[src/rtl/itrd_pkg.sv]
`timescale 1ns / 1ps

package itrd_pkg;

    // Legal radix range.
    localparam logic [5:0] RADIX_MIN = 6'd2;
    localparam logic [5:0] RADIX_MAX = 6'd36;

    // ASCII anchors for the digit set.
    localparam logic [6:0] ASCII_DIGIT_0 = 7'h30;
    localparam logic [6:0] ASCII_DIGIT_9 = 7'h39;
    localparam logic [6:0] ASCII_LOWER_A = 7'h61;
    localparam logic [6:0] ASCII_LOWER_Z = 7'h7a;

    // Highest digit value and the count of decimal digits.
    localparam logic [5:0] DIGIT_MAX     = 6'd35;
    localparam logic [5:0] DECIMAL_COUNT = 6'd10;

    // Depth of the queue between front and back; a power of two.
    localparam int QUEUE_DEPTH = 2;

    // Classification of one transaction, carried through the queue.
    typedef struct packed {
        logic bad_base;
        logic negative;
    } flags_t;

    localparam int FLAGS_W = $bits(flags_t);

    // Map a digit value to its ASCII code, lower case above nine.
    function automatic logic [6:0] digit_ascii(input logic [5:0] d);
        logic [5:0] c;
        c = (d > DIGIT_MAX) ? DIGIT_MAX : d;
        if (c < DECIMAL_COUNT)
        begin
            return ASCII_DIGIT_0 + {1'b0, c};
        end
        else
        begin
            return ASCII_LOWER_A + {1'b0, c - DECIMAL_COUNT};
        end
    endfunction

endpackage

[src/rtl/itrd_ram.sv]
`timescale 1ns / 1ps

// Simple dual-port RAM with one write port and one registered read port.
module itrd_ram #(
    parameter int WIDTH = 6,
    parameter int DEPTH = 64
) (
    input  logic                     clk,
    input  logic                     we,
    input  logic [$clog2(DEPTH)-1:0] waddr,
    input  logic [WIDTH-1:0]         wdata,
    input  logic                     re,
    input  logic [$clog2(DEPTH)-1:0] raddr,
    output logic [WIDTH-1:0]         rdata
);

    logic [WIDTH-1:0] mem [DEPTH];
    logic [WIDTH-1:0] rdata_reg;

    // Write port.
    always_ff @(posedge clk)
    begin
        if (we)
        begin
            mem[waddr] <= wdata;
        end
    end

    // Registered read port; data holds until the next read.
    always_ff @(posedge clk)
    begin
        if (re)
        begin
            rdata_reg <= mem[raddr];
        end
    end

    assign rdata = rdata_reg;

endmodule

[src/rtl/itrd_fifo.sv]
`timescale 1ns / 1ps

// Short queue between the classifier and the conversion engine.
module itrd_fifo #(
    parameter int DATA_W = 72
) (
    input  logic              clk,
    input  logic              rst_n,
    input  logic              push,
    input  logic [DATA_W-1:0] push_data,
    output logic              full,
    input  logic              pop,
    output logic [DATA_W-1:0] pop_data,
    output logic              empty
);

    localparam int PTR_W = $clog2(itrd_pkg::QUEUE_DEPTH);

    logic [DATA_W-1:0] entry_reg [itrd_pkg::QUEUE_DEPTH];
    logic [PTR_W-1:0]  wr_ptr_reg;
    logic [PTR_W-1:0]  wr_ptr_next;
    logic [PTR_W-1:0]  rd_ptr_reg;
    logic [PTR_W-1:0]  rd_ptr_next;
    logic [PTR_W:0]    count_reg;
    logic [PTR_W:0]    count_next;
    logic              do_push;
    logic              do_pop;

    assign full     = (count_reg == (PTR_W + 1)'(itrd_pkg::QUEUE_DEPTH));
    assign empty    = (count_reg == '0);
    assign do_push  = push && !full;
    assign do_pop   = pop && !empty;
    assign pop_data = entry_reg[rd_ptr_reg];

    // Pointers wrap on their own since the depth is a power of two.
    always_comb
    begin
        wr_ptr_next = do_push ? wr_ptr_reg + 1'b1 : wr_ptr_reg;
        rd_ptr_next = do_pop ? rd_ptr_reg + 1'b1 : rd_ptr_reg;
        count_next  = count_reg;
        if (do_push && !do_pop)
        begin
            count_next = count_reg + 1'b1;
        end
        else if (do_pop && !do_push)
        begin
            count_next = count_reg - 1'b1;
        end
    end

    // Control state.
    always_ff @(posedge clk or negedge rst_n)
    begin
        if (!rst_n)
        begin
            wr_ptr_reg <= '0;
            rd_ptr_reg <= '0;
            count_reg  <= '0;
        end
        else
        begin
            wr_ptr_reg <= wr_ptr_next;
            rd_ptr_reg <= rd_ptr_next;
            count_reg  <= count_next;
        end
    end

    // Entry storage.
    always_ff @(posedge clk)
    begin
        if (do_push)
        begin
            entry_reg[wr_ptr_reg] <= push_data;
        end
    end

endmodule

[src/rtl/itrd_front.sv]
`timescale 1ns / 1ps

// Accepts transactions, checks the radix and takes the magnitude of the value.
module itrd_front #(
    parameter int VALUE_WIDTH = 64
) (
    input  logic                   req_valid,
    output logic                   req_ready,
    input  logic                   cmd,
    input  logic [63:0]            value,
    input  logic [5:0]             radix,
    input  logic                   queue_full,
    output logic                   queue_push,
    output itrd_pkg::flags_t       cls_flags,
    output logic [5:0]             cls_radix,
    output logic [VALUE_WIDTH-1:0] cls_mag
);

    logic [VALUE_WIDTH-1:0] raw;
    logic                   base_bad;
    logic                   is_neg;

    assign req_ready  = !queue_full;
    assign queue_push = req_valid && !queue_full;

    // Classification: radix range and sign.
    always_comb
    begin
        raw      = value[VALUE_WIDTH-1:0];
        base_bad = (radix < itrd_pkg::RADIX_MIN) || (radix > itrd_pkg::RADIX_MAX);
        is_neg   = cmd && raw[VALUE_WIDTH-1] && !base_bad;
        cls_flags.bad_base = base_bad;
        cls_flags.negative = is_neg;
        cls_radix = radix;
        // The most negative value negates to itself, which is its exact magnitude.
        cls_mag = is_neg ? (~raw + VALUE_WIDTH'(1)) : raw;
    end

endmodule

[src/rtl/itrd_back.sv]
`timescale 1ns / 1ps

// Conversion engine: bit-serial division per digit, digits kept in RAM,
// then sent out most significant first through an output register.
module itrd_back #(
    parameter int VALUE_WIDTH = 64
) (
    input  logic                   clk,
    input  logic                   rst_n,
    input  logic                   queue_empty,
    output logic                   queue_pop,
    input  itrd_pkg::flags_t       job_flags,
    input  logic [5:0]             job_radix,
    input  logic [VALUE_WIDTH-1:0] job_mag,
    output logic                   rsp_valid,
    input  logic                   rsp_ready,
    output logic [6:0]             digit_char,
    output logic                   negative,
    output logic                   bad_base,
    output logic                   last
);

    localparam int IDX_W = $clog2(VALUE_WIDTH);

    typedef enum logic [2:0] {
        ST_IDLE,
        ST_DIV,
        ST_EMIT_RD,
        ST_EMIT_WAIT,
        ST_BAD
    } state_t;

    state_t                 state_reg;
    state_t                 state_next;
    logic [VALUE_WIDTH-1:0] quo_reg;
    logic [VALUE_WIDTH-1:0] quo_next;
    logic [5:0]             rem_reg;
    logic [5:0]             rem_next;
    logic [5:0]             radix_reg;
    logic [5:0]             radix_next;
    logic                   neg_reg;
    logic                   neg_next;
    logic [IDX_W-1:0]       bit_cnt_reg;
    logic [IDX_W-1:0]       bit_cnt_next;
    logic [IDX_W-1:0]       idx_reg;
    logic [IDX_W-1:0]       idx_next;
    logic                   out_valid_reg;
    logic                   out_valid_next;
    logic [6:0]             char_reg;
    logic [6:0]             char_next;
    logic                   neg_out_reg;
    logic                   neg_out_next;
    logic                   bad_reg;
    logic                   bad_next;
    logic                   last_reg;
    logic                   last_next;

    logic [6:0]             rem_ext;
    logic                   q_bit;
    logic [5:0]             rem_step;
    logic [VALUE_WIDTH-1:0] quo_step;
    logic                   last_bit;
    logic                   out_free;
    logic                   ram_we;
    logic                   ram_re;
    logic [5:0]             ram_rdata;

    // One restoring division step: bring down the next dividend bit.
    always_comb
    begin
        rem_ext  = {rem_reg, quo_reg[VALUE_WIDTH-1]};
        q_bit    = (rem_ext >= {1'b0, radix_reg});
        rem_step = q_bit ? 6'(rem_ext - {1'b0, radix_reg}) : rem_ext[5:0];
        quo_step = {quo_reg[VALUE_WIDTH-2:0], q_bit};
        last_bit = (bit_cnt_reg == IDX_W'(VALUE_WIDTH - 1));
    end

    assign out_free = !out_valid_reg || rsp_ready;

    itrd_ram #(
        .WIDTH (6),
        .DEPTH (VALUE_WIDTH)
    ) u_digit_ram (
        .clk   (clk),
        .we    (ram_we),
        .waddr (idx_reg),
        .wdata (rem_step),
        .re    (ram_re),
        .raddr (idx_reg),
        .rdata (ram_rdata)
    );

    // Sequencer: next state, datapath and output register loads.
    always_comb
    begin
        state_next     = state_reg;
        quo_next       = quo_reg;
        rem_next       = rem_reg;
        radix_next     = radix_reg;
        neg_next       = neg_reg;
        bit_cnt_next   = bit_cnt_reg;
        idx_next       = idx_reg;
        out_valid_next = out_valid_reg && !rsp_ready;
        char_next      = char_reg;
        neg_out_next   = neg_out_reg;
        bad_next       = bad_reg;
        last_next      = last_reg;
        queue_pop      = 1'b0;
        ram_we         = 1'b0;
        ram_re         = 1'b0;

        case (state_reg)
            ST_IDLE:
            begin
                if (!queue_empty)
                begin
                    queue_pop    = 1'b1;
                    quo_next     = job_mag;
                    rem_next     = '0;
                    radix_next   = job_radix;
                    neg_next     = job_flags.negative;
                    bit_cnt_next = '0;
                    idx_next     = '0;
                    state_next   = job_flags.bad_base ? ST_BAD : ST_DIV;
                end
            end

            ST_DIV:
            begin
                quo_next     = quo_step;
                rem_next     = rem_step;
                bit_cnt_next = bit_cnt_reg + 1'b1;
                if (last_bit)
                begin
                    // Digit done: store it, then go on or start the readout.
                    ram_we       = 1'b1;
                    rem_next     = '0;
                    bit_cnt_next = '0;
                    if (quo_step == '0)
                    begin
                        state_next = ST_EMIT_RD;
                    end
                    else
                    begin
                        idx_next = idx_reg + 1'b1;
                    end
                end
            end

            ST_EMIT_RD:
            begin
                ram_re     = 1'b1;
                state_next = ST_EMIT_WAIT;
            end

            ST_EMIT_WAIT:
            begin
                if (out_free)
                begin
                    out_valid_next = 1'b1;
                    char_next      = itrd_pkg::digit_ascii(ram_rdata);
                    neg_out_next   = neg_reg;
                    bad_next       = 1'b0;
                    last_next      = (idx_reg == '0);
                    if (idx_reg == '0)
                    begin
                        state_next = ST_IDLE;
                    end
                    else
                    begin
                        idx_next   = idx_reg - 1'b1;
                        state_next = ST_EMIT_RD;
                    end
                end
            end

            ST_BAD:
            begin
                if (out_free)
                begin
                    out_valid_next = 1'b1;
                    char_next      = '0;
                    neg_out_next   = 1'b0;
                    bad_next       = 1'b1;
                    last_next      = 1'b1;
                    state_next     = ST_IDLE;
                end
            end

            default:
            begin
                state_next = ST_IDLE;
            end
        endcase
    end

    // State and registered outputs.
    always_ff @(posedge clk or negedge rst_n)
    begin
        if (!rst_n)
        begin
            state_reg     <= ST_IDLE;
            quo_reg       <= '0;
            rem_reg       <= '0;
            radix_reg     <= '0;
            neg_reg       <= 1'b0;
            bit_cnt_reg   <= '0;
            idx_reg       <= '0;
            out_valid_reg <= 1'b0;
            char_reg      <= '0;
            neg_out_reg   <= 1'b0;
            bad_reg       <= 1'b0;
            last_reg      <= 1'b0;
        end
        else
        begin
            state_reg     <= state_next;
            quo_reg       <= quo_next;
            rem_reg       <= rem_next;
            radix_reg     <= radix_next;
            neg_reg       <= neg_next;
            bit_cnt_reg   <= bit_cnt_next;
            idx_reg       <= idx_next;
            out_valid_reg <= out_valid_next;
            char_reg      <= char_next;
            neg_out_reg   <= neg_out_next;
            bad_reg       <= bad_next;
            last_reg      <= last_next;
        end
    end

    assign rsp_valid  = out_valid_reg;
    assign digit_char = char_reg;
    assign negative   = neg_out_reg;
    assign bad_base   = bad_reg;
    assign last       = last_reg;

endmodule

[src/rtl/int_to_radix_digits_top.sv]
`timescale 1ns / 1ps

// Integer to ASCII digits in any base from 2 to 36.
// Request channel (req_valid/req_ready): cmd selects unsigned (0) or signed (1),
// value holds the number (low VALUE_WIDTH bits used), radix the base.
// Response channel (rsp_valid/rsp_ready): one transaction per digit, most
// significant first, as ASCII '0'-'9' then 'a'-'z'; last marks the final digit,
// negative is set on every digit of a negative signed value. A radix outside
// 2..36 gives one transaction with bad_base and last set and digit_char zero.
// Each digit is worked out in the bit-serial divider and stored in the digit
// RAM, then read back from it for output; the engine finishes one request
// before it takes the next from the queue, and a bad radix needs no division.
// A two-entry queue sits ahead of the engine, so two more requests are taken
// while one converts. When rsp_ready is low the output register holds its
// transaction and the engine waits; the queue keeps accepting until full.
// Reset clears the queue, the engine and the output register; no clearing
// pass is needed and requests are taken in the first cycle after reset.
module int_to_radix_digits_top #(
    parameter int VALUE_WIDTH = 64
) (
    input  logic        clk,
    input  logic        rst_n,
    input  logic        req_valid,
    output logic        req_ready,
    input  logic        cmd,
    input  logic [63:0] value,
    input  logic [5:0]  radix,
    output logic        rsp_valid,
    input  logic        rsp_ready,
    output logic [6:0]  digit_char,
    output logic        negative,
    output logic        bad_base,
    output logic        last
);

    localparam int ENTRY_W = itrd_pkg::FLAGS_W + 6 + VALUE_WIDTH;

    logic                   queue_full;
    logic                   queue_empty;
    logic                   queue_push;
    logic                   queue_pop;
    itrd_pkg::flags_t       cls_flags;
    logic [5:0]             cls_radix;
    logic [VALUE_WIDTH-1:0] cls_mag;
    logic [ENTRY_W-1:0]     push_data;
    logic [ENTRY_W-1:0]     pop_data;
    itrd_pkg::flags_t       job_flags;
    logic [5:0]             job_radix;
    logic [VALUE_WIDTH-1:0] job_mag;

    // Front end: handshake and classification.
    itrd_front #(
        .VALUE_WIDTH (VALUE_WIDTH)
    ) u_front (
        .req_valid  (req_valid),
        .req_ready  (req_ready),
        .cmd        (cmd),
        .value      (value),
        .radix      (radix),
        .queue_full (queue_full),
        .queue_push (queue_push),
        .cls_flags  (cls_flags),
        .cls_radix  (cls_radix),
        .cls_mag    (cls_mag)
    );

    assign push_data = {cls_flags, cls_radix, cls_mag};

    // Queue between front and back.
    itrd_fifo #(
        .DATA_W (ENTRY_W)
    ) u_queue (
        .clk       (clk),
        .rst_n     (rst_n),
        .push      (queue_push),
        .push_data (push_data),
        .full      (queue_full),
        .pop       (queue_pop),
        .pop_data  (pop_data),
        .empty     (queue_empty)
    );

    assign {job_flags, job_radix, job_mag} = pop_data;

    // Back end: conversion and response register.
    itrd_back #(
        .VALUE_WIDTH (VALUE_WIDTH)
    ) u_back (
        .clk         (clk),
        .rst_n       (rst_n),
        .queue_empty (queue_empty),
        .queue_pop   (queue_pop),
        .job_flags   (job_flags),
        .job_radix   (job_radix),
        .job_mag     (job_mag),
        .rsp_valid   (rsp_valid),
        .rsp_ready   (rsp_ready),
        .digit_char  (digit_char),
        .negative    (negative),
        .bad_base    (bad_base),
        .last        (last)
    );

endmodule

[config.mk]
export PLATFORM = sky130hd
export DESIGN_NAME = int_to_radix_digits_top
export DESIGN_NICKNAME = d
export VERILOG_FILES = /design/src/rtl/itrd_pkg.sv /design/src/rtl/itrd_ram.sv /design/src/rtl/itrd_fifo.sv /design/src/rtl/itrd_front.sv /design/src/rtl/itrd_back.sv /design/src/rtl/int_to_radix_digits_top.sv
export SDC_FILE = /design/constraint.sdc
export NUM_CORES = 1
export LEC_CHECK = 0
export ABC_AREA = 1
export BUFFER_PORTS_ARGS = -buffer_cell sky130_fd_sc_hd__buf_2
export CAP_MARGIN = 20
export CELL_PAD_IN_SITES_DETAIL_PLACEMENT = 1
export CELL_PAD_IN_SITES_GLOBAL_PLACEMENT = 1
export CORE_ASPECT_RATIO = 1.75
export CORE_UTILIZATION = 30
export CTS_CLUSTER_SIZE = 24
export DETAILED_ROUTE_END_ITERATION = 8
export GPL_ROUTABILITY_DRIVEN = 0
export PLACE_DENSITY = 0.61
export SLEW_MARGIN = 20
export SYNTH_ARGS = -nofsm -noshare
export SYNTH_HDL_FRONTEND = slang
export SYNTH_SLANG_ARGS = --single-unit
[constraint.sdc]
create_clock -name clk -period 6.2 [get_ports clk]
set_input_delay 0.62 -clock clk [delete_from_list [all_inputs] [get_ports clk]]
set_output_delay 0.62 -clock clk [all_outputs]
set_load 0.02 [all_outputs]
==> summary.md <==
The global router's overall resource usage is 18.6%. The post-synthesis average cell area was 9.59 um2; the layout-stage area growth over the synthesis result was 12.5%. The share of the clock period used by the worst path after layout is 52.6%. The maximum buffer depth of the clock tree was 3.

Final hold analysis gives a worst-case slack of 0.0348 ns. During synthesis, Yosys emitted a total of 0 warnings. After global routing the overflow that remains totals 0. The setup total negative slack is 0 ns, and the post-synthesis sequential element count is 641.

The run finished with clean final reports. 0 antenna diodes ended up in the layout. The power density over the cells is 502 nW/um2. Complex-gate fraction of the synthesized area: 6.15%. The net count of the finished layout is 3180. After the first detailed-routing iteration, the DRC count stood at 930.

The x dimension of the die is 237 um. The share of flip-flops with an asynchronous set or reset works out to 16.7%. The critical path buffer and inverter count is 2, and the DRC violation count after routing is 0. The number of input and output port buffers inserted was 86; the number of global-route vias before repair was 22700. The filler cell count came out at 11000. The final route contains 21300 vias. The tools report the required time of the critical path as 6.45 ns. The number of setup buffers added after CTS is 0.

Dividing the detail-routed via count by the number of cells gives 4.89. The largest fanout on the critical path came out at 57. Setup repair after global routing left no endpoint under its margin. The number of levels in the clock H-tree is 2. For this configuration, the core starts out at a cell density of 30.4%.

Static timing analysis puts the maximum clock frequency at 306 MHz. The arrival time reported for the critical path endpoint was 3.52 ns. Clock skew on the completed layout was measured at 0.0325 ns. The number of antenna violations at the first check in global routing is 0, and the die height is 414 um. The clock insertion delay at the later pin of the skew report is 0.64 ns. The number of flip-flops in the largest register was 384; the remaining antenna violation count after routing was 0. The share of the yosys chip area belonging to registers was 64.4%; the count of different cell masters after synthesis was 38. The number of buffers inserted during clock tree synthesis was 56. The multi-input combinational cells in the finished layout cover a total of 9330 um2. By area the synthesized netlist is led by edfxtp_1, nand2_1, dfrtp_1, nor2_1, nand3_1.

TritonCTS built the clock tree. Family of cells with the greatest summed delay on the critical path: simple AND/OR/NAND/NOR gates. Post-synthesis instance area: 29100 um2. The worst setup path is of the reg -> reg kind.

Of the post-synthesis cell area, the part taken by muxes is 0.0344%. The static leakage came out at 12.7 nW. The worst setup path is launched from a flop. The first detailed-routing pass ran for 7 iterations. Summing all flip-flop and latch instances after layout gives 18700 um2.

Synthesis produced 3030 cells. The clock transition at the registers of the reported paths is 0.07 ns. The die covers 98200 um2. The tools report the number of hold violations in the final report as 0. The I/O pin count is 87. Worst setup path startpoint: u_back.idx_reg[0]. CTS placed an instance of clkbuf_16 at the clock tree root. The reg-to-reg startpoint is u_back.idx_reg[0]. Cells with a size suffix above 1 make up 7.78% of the layout. The synthesized netlist devotes 0.784% of its cell area to adder and majority cells. The critical path's largest stage delay is 0.69 ns, and the core region area is 95700 um2. Entering global routing, the biggest net connects 78 pins. The run gives 29.9% as the headroom to the max-slew limit. By area, the combinational part of the netlist is dominated by simple AND/OR/NAND/NOR gates. In the synthesized netlist the dominant register cell turns out to be edfxtp_1. The cell at the slowest stage of the critical path was dfrtp_4. The number of cells on the worst reg-to-reg path is 5. Summing the areas of all xor and xnor instances in the mapped netlist gives 1.48% of the synthesized area. After detailed routing, the average wire length per cell comes to 20.7 um. Setup violations remaining at the end of the flow were counted as 0. For the total nets after synthesis, the log shows 3122. The floorplan has 150 rows. For the pin with the worst max-slew slack, the measured transition is 1.04 ns. The signal on the critical path passes through buf_4, nand3_1, inv_1, nand2_1, nor2_1.

Endpoint class of the critical path: a flop. The path type of the worst min-delay path was in -> async. The post-cts hold buffer count was 0.

Post-CTS repair changed the size of 0 cells. Final max-slew violation count: 0. For the finished layout, the period the worst path requires is 3.26 ns.

Clock net sink count: 641. The biggest area contributor in the post-synthesis netlist is edfxtp_1. The area share of the largest cell type after synthesis was 55.2%. The setup check on the worst reg-to-reg path leaves a slack of 2.94 ns.

The endpoint identified for the worst register-to-register timing path is u_back.u_digit_ram.mem[45][2]. The first global-routing pass estimated 137000 um of wire. Summing the areas of all and, or, nand and nor instances in the mapped netlist gives 23.5% of the synthesized area. After legalization and detailed placement, the total HPWL measured 63400 um.

The number of max-capacitance violations reported was 0; the sum of routed wire length over all layers was 90100 um. The number of flops mapped to enable cells by yosys is 534. VDD sags by at most 0.000593 V.
-- worst max-delay path by stage --
stage          cells past startpoint  slack (ns)                       endpoint
2_1_floorplan                      9        1.72   u_back.u_digit_ram.mem[0][5]
3_3_place_gp                       4        2.88  u_back.u_digit_ram.mem[52][0]
3_5_place_dp                       5        2.94  u_back.u_digit_ram.mem[31][4]
4_1_cts                            7        2.88  u_back.u_digit_ram.mem[26][5]
5_1_grt                            5        2.73  u_back.u_digit_ram.mem[39][5]
6_report                           5        2.94  u_back.u_digit_ram.mem[45][2]
-- synth_stat cells, types with 7 or more instances --
cell,number
nor2_1,424
nor3_1,12
edfxtp_1,534
xnor2_1,18
o31ai_1,7
ha_1,15
dfrtp_1,107
buf_2,48
xor2_1,31
buf_4,8
a21oi_1,147
buf_1,14
nand4_1,7
inv_1,136
clkbuf_1,52
nand3_1,168
o22ai_1,63
nand2_1,1097
o21ai_0,105
-- layout by cell type, fill, tap and decap left out, types with 5 or more instances in the layout --
cell type	n
a21oi_1	147
buf_2	85
buf_4	37
bufinv_16	6
clkbuf_1	7
clkbuf_16	58
clkinv_1	9
clkinv_2	16
dfrtp_1	103
edfxtp_1	534
ha_1	15
inv_1	131
inv_2	7
nand2_1	1095
nand3_1	167
nand4_1	7
nor2_1	421
nor3_1	10
nor3_2	6
o211ai_1	5
o21ai_0	104
o22ai_1	63
o31ai_1	7
xnor2_1	18
xor2_1	31
-- worst register-to-register path, stage by stage, from the launching register on --
cell,delay (ns)
dfrtp_4,0.69
buf_4,0.60
nand3_1,0.25
inv_1,0.23
nand2_1,0.46
nor2_1,0.64
-- routing by layer --
layer  vias up  wire length, um  track usage (%)  part of all wire, %
met5         -                0                0                    0
met4         0             5530             10.7                  6.1
met3       183             2130             1.59                  2.4
met2       340            51300             38.0                   57
met1     10500            31100             17.6                   35
li1      10200                -                -                    -
-- logic make-up (layout without fill, tap and decap cells) --
kind of cell,after synthesis,count (layout)
AOI/OAI and AO/OA,332,332
xor gates and xnor gates,49,49
adders and majority gates,17,17
buffers and inverters,262,367
DFF,641,641
muxes,1,1
and+or+nand+nor,1728,1728
-- through the flow --
stage	utilization (%)	worst slack [ns]	instance area [um2]	power (mW)	instances
6_report	34.1	2.94	32700	16.4	4351
5_1_grt	34.1	2.73	32700	17.4	4351
4_1_cts	34.1	2.88	32700	16.7	4351
3_5_place_dp	32.2	2.94	30800	13.0	4246
3_3_place_gp	32.2	2.88	30800	12.9	4246
2_1_floorplan	-	1.72	29100	10.6	3030
-- where the power goes --
part           leakage (nW)  internal, mW  switching, mW
clock                 0.929          2.00           1.61
sequential             6.13          6.51          0.425
combinational          5.60          1.37           4.48
total                  12.7          9.87           6.52
-- layout make-up --
cell class	instances	area share, %
Sequential cell	641	57.3
Multi-Input combinational cell	2127	28.6
Tap cell	1216	4.65
Clock buffer	68	4.65
Timing Repair Buffer	122	2.15
Inverter	140	1.62
Clock inverter	37	1.09
Power figures use the tool's default switching activity.
